## src/rtl/gedfs_fifo.sv

```systemverilog
// small first-in first-out queue used between the front, the back and the result side
module gedfs_fifo #(
	parameter int W  = 8,
	parameter int AW = 2
) (
	input  logic         clk,
	input  logic         arst_n,
	input  logic         wr,
	input  logic [W-1:0] wdata,
	output logic         full,
	input  logic         rd,
	output logic [W-1:0] rdata,
	output logic         empty
);

	localparam int DEPTH = 1 << AW;

	logic [W-1:0]  mem_q [DEPTH];
	logic [AW-1:0] wp_q, rp_q;
	logic [AW:0]   cnt_q;
	logic          do_wr, do_rd;

	assign full  = (cnt_q == (AW+1)'(DEPTH));
	assign empty = (cnt_q == '0);
	assign do_wr = wr && !full;
	assign do_rd = rd && !empty;
	assign rdata = mem_q[rp_q];

	always_ff @(posedge clk) begin
		if (do_wr) begin
			mem_q[wp_q] <= wdata;
		end
	end

	always_ff @(posedge clk or negedge arst_n) begin
		if (!arst_n) begin
			wp_q  <= '0;
			rp_q  <= '0;
			cnt_q <= '0;
		end else begin
			if (do_wr) begin
				wp_q <= wp_q + 1'b1;
			end
			if (do_rd) begin
				rp_q <= rp_q + 1'b1;
			end
			if (do_wr && !do_rd) begin
				cnt_q <= cnt_q + 1'b1;
			end else if (do_rd && !do_wr) begin
				cnt_q <= cnt_q - 1'b1;
			end
		end
	end

endmodule

```

## config.mk

```make
export PLATFORM = sky130hd
export DESIGN_NAME = gedfs_fifo
export DESIGN_NICKNAME = d
export VERILOG_FILES = /design/src/rtl/gedfs_fifo.sv
export SDC_FILE = /design/constraint.sdc
export NUM_CORES = 1
export LEC_CHECK = 0
export BUFFER_PORTS_ARGS = -buffer_cell sky130_fd_sc_hd__clkbuf_2
export CORE_AREA = 2 2 57 59
export DETAILED_ROUTE_END_ITERATION = 8
export DIE_AREA = 0 0 59 61
export GPL_TIMING_DRIVEN = 0
export PLACE_DENSITY = 0.78
export SYNTH_ARGS = -nofsm -noshare
export SYNTH_HDL_FRONTEND = slang
export SYNTH_SLANG_ARGS = --single-unit
```

## constraint.sdc

```tcl
create_clock -name clk -period 2.9 [get_ports clk]
set_input_delay 0.58 -clock clk [delete_from_list [all_inputs] [get_ports clk]]
set_output_delay 0.58 -clock clk [all_outputs]
set_load 0.03 [all_outputs]
```

==> PnR_summary.wiki <==
{| class="wikitable"
! Metric !! Value
|-
| Outcome || finished clean
|-
| Fraction of power consumed by sequential logic || 44.9%
|-
| Required time of the worst setup path || 2.32 ns
|-
| Die X-Extent || 59 um
|-
| Maximum number of pins on one net before global-route repair || 13
|-
| Switching fraction of total power || 36.9%
|-
| Worst setup SP type || flip-flop
|-
| I/O Buffers || 21
|-
| Synth Net Count || 95
|-
| TritonCTS clock tree || done
|-
| Final TNS setup || 0 ns
|-
| Data arrival time at the worst-slack endpoint || 1.75 ns
|-
| Largest stage delay on the critical path || 0.56 ns
|-
| Min Tclk post-route || 2.33 ns
|-
| Synth unique cells || 20
|-
| Power share of the combinational group || 41.3%
|-
| Worst slew margin relative to its limit || 62.5%
|-
| Vias after detailed routing || 747
|-
| Top-level port count || 22
|-
| Unrepaired setup endpoints after global routing || false
|-
| Root Buffer Master || clkbuf_4
|-
| Routed wirelength normalized by instance count || 17.1 um
|-
| Starting utilization of the core area || 53.8%
|-
| Number of antenna violations at the first check in global routing || 0
|-
| Remaining design rule violation count || 0
|-
| Number of hold violations in the final report || 0
|-
| Worst clock skew || 0.00409 ns
|-
| ANT cells || 0
|-
| Synthesis warning total || 0
|-
| Average footprint of a synthesized cell || 20.6 um2
|-
| Path type of the worst min-delay path || input pin to async pin
|-
| Fraction of final layout cells with drive strength greater than 1 || 42.5%
|-
| Summed area of non-filler cells in the final layout || 0.00179 mm2
|-
| Standard cell with the maximum stage delay on the critical path || mux4_2
|-
| Via count of the first global-routing pass || 788
|-
| Peak supply drop || 384 uV
|-
| Layout overhead on the synthesized area || 12.5%
|-
| Length of the first detailed-routing pass in iterations || 4
|-
| Clock-pin slew of the registers on the worst-case setup and hold paths || 0.11 ns
|-
| Die outline area || 0.00360 mm2
|-
| CTS-repair resized insts || 0
|-
| Share of power burned in the clock network || 13.8%
|-
| Number of H-tree levels || 2
|-
| Post-CTS Repair Setup Buffers || 0
|-
| Period utilisation layout || 80.2%
|-
| Proportion of synthesized chip area in sequential cells || 71.5%
|-
| Worst-path fanout max || 10
|-
| Leakage power || 0.673 nW
|-
| Count of nets after finishing || 123
|-
| Die span in y || 61 um
|-
| Crit path kind || flip-flop to primary output
|-
| Antenna violation net count after detailed routing || 0
|-
| Cells traversed along the worst timing path || buf_2 -> mux4_2 -> clkbuf_2
|-
| Flip-flop and latch count after synthesis || 39
|-
| Hold bufs inserted after CTS || 0
|-
| Actual slew at the worst max-slew pin || 0.562 ns
|-
| Endpoints failing setup || 0
|-
| Internal power of the cells || 1.17 mW
|-
| Total congestion overflow || 0
|-
| Sink count of the clock tree || 39
|-
| Standard cell area after detailed placement || 0.00174 mm2
|-
| Routed wire length || 2.38 mm
|-
| Area of the core region || 0.00295 mm2
|-
| Power dissipated by switching net loads || 685 uW
|-
| GRT Total Usage || 15.7%
|-
| Violation count after the first detailed-route iteration || 19
|-
| Kind of capture point of the worst setup path || primary output
|-
| Pwr per Cell Area || 1040 mW/mm2
|-
| Later-pin clock latency in the skew report || 0.33 ns
|-
| CTS Buf Count || 5
|-
| Layout fillers || 223
|-
| Final max-slew violation count || 0
|-
| First-pass GRT wire length || 3.74 mm
|-
| Maximum clock path buffer count || 2
|-
| Maximum operating frequency || 0.430 GHz
|-
| # Max-Cap Violations || 0
|-
| Drt via density || 5.37
|-
| Post-detail-place hpwl || 1.61 mm
|-
| Synthesized instance count || 77
|-
| Area of the mapped netlist || 0.00159 mm2
|-
| Weighted congestion at the end of routability-driven global placement || 0.672
|-
| Number of standard-cell rows in the floorplan || 20
|}
-- cell usage in the layout (no fill, tap or decap), types with 2 or more instances in the layout --
| cell | netlist | routed |
|---|---|---|
| mux4_2 | 8 | 8 |
| ha_1 | 5 | 5 |
| clkbuf_4 | 0 | 5 |
| edfxtp_1 | 32 | 32 |
| xor2_1 | 2 | 2 |
| dfrtp_1 | 7 | 7 |
| and2_2 | 4 | 4 |
| clkinv_1 | 0 | 2 |
| xnor2_1 | 4 | 4 |
| clkbuf_2 | 0 | 21 |
| inv_1 | 3 | 3 |
-- Yosys cell counts, drive strengths merged --
master / number / area [um2]
buf: 2 / 16.3
xor2: 2 / 17.5
inv: 3 / 11.3
mux2: 2 / 26.3
ha: 5 / 62.6
fa: 1 / 20.0
edfxtp: 32 / 961
nand2b: 1 / 6.26
mux4: 8 / 180
clkbuf: 1 / 3.75
dfrtp: 7 / 175
and2: 4 / 30.0
nor2: 1 / 3.75
nand3b: 1 / 7.51
nor3: 1 / 5.00
xnor2: 4 / 35.0
nor2b: 1 / 8.76
nor3b: 1 / 18.8
-- path summary, 6_finish.rpt --
kind	start	endpoint	slack (ns)	depth (start not counted)
max	rp_q[0]	rdata[7]	0.57	3
min	arst_n	cnt_q[0]	0.05	1
max reg2reg	cnt_q[0]	cnt_q[2]	0.76	8
min reg2reg	cnt_q[2]	cnt_q[2]	0.52	1
max in group asynchronous	arst_n	wp_q[1]	2.68	1
min in group clk	wdata[5]	mem_q[1][5]	0.46	1
-- registers in the layout (all words and copies together), names as in the netlist --
name   count
rp_q       2
cnt_q      3
mem_q     32
wp_q       2
-- critical path, delay by kind of cell (launching register included) --
kind     cells  cell delay (ns)
mux          1             0.56
flops        1             0.34
buf+inv      2             0.51
-- final cells by class --
type / count / area (um2) / share of cell area [%]
Clock buffer: 5 / 37.5 / 2.10
Buffer: 3 / 20.0 / 1.12
Multi-Input combinational cell: 32 / 422 / 23.6
Sequential cell: 39 / 1140 / 63.5
Clock inverter: 3 / 15.0 / 0.840
Tap cell: 33 / 41.3 / 2.31
Timing Repair Buffer: 21 / 105 / 5.88
Inverter: 3 / 11.3 / 0.630
-- per-stage QoR --
step | total power [mW] | cells | util [%] | hold slack (ns) | setup WS, ns
after floorplan | 1.42 | 77 | - | 0.284 | 0.391
after global placement | 1.58 | 131 | 58.8 | 0.422 | 0.873
after detailed placement | 1.63 | 131 | 58.8 | 0.425 | 0.768
after CTS | 1.88 | 139 | 60.6 | 0.0478 | 0.530
after global routing | 1.98 | 139 | 60.6 | 0.0392 | 0.456
final | 1.85 | 139 | 60.6 | 0.0543 | 0.574
-- power by group through the flow --
stage	clock, mW	sequential [mW]	combinational [mW]
after floorplan	0	0.823	0.601
after global placement	0	0.831	0.751
after detailed placement	0	0.846	0.779
after CTS	0.266	0.833	0.781
after global routing	0.298	0.844	0.839
final	0.257	0.832	0.764
-- metal layers --
metal | GRT usage (%) | wire length (um) | up-vias
li1 | - | - | 352
met1 | 17.8 | 983 | 369
met2 | 25.9 | 1220 | 18
met3 | 6.40 | 112 | 8
met4 | 7.79 | 54 | 0
met5 | 0 | 0 | -
-- kinds of logic (layout without fill, tap and decap cells) --
family | after synthesis | count (layout) | share of synthesized area (%)
muxes | 10 | 10 | 13.0
xor gates and xnor gates | 6 | 6 | 3.31
and+or+nand+nor | 10 | 10 | 5.04
DFF | 39 | 39 | 71.5
adders and majority gates | 6 | 6 | 5.20
buffers and inverters | 6 | 35 | 1.97
Note: power is estimated with default switching activity, not from simulation.
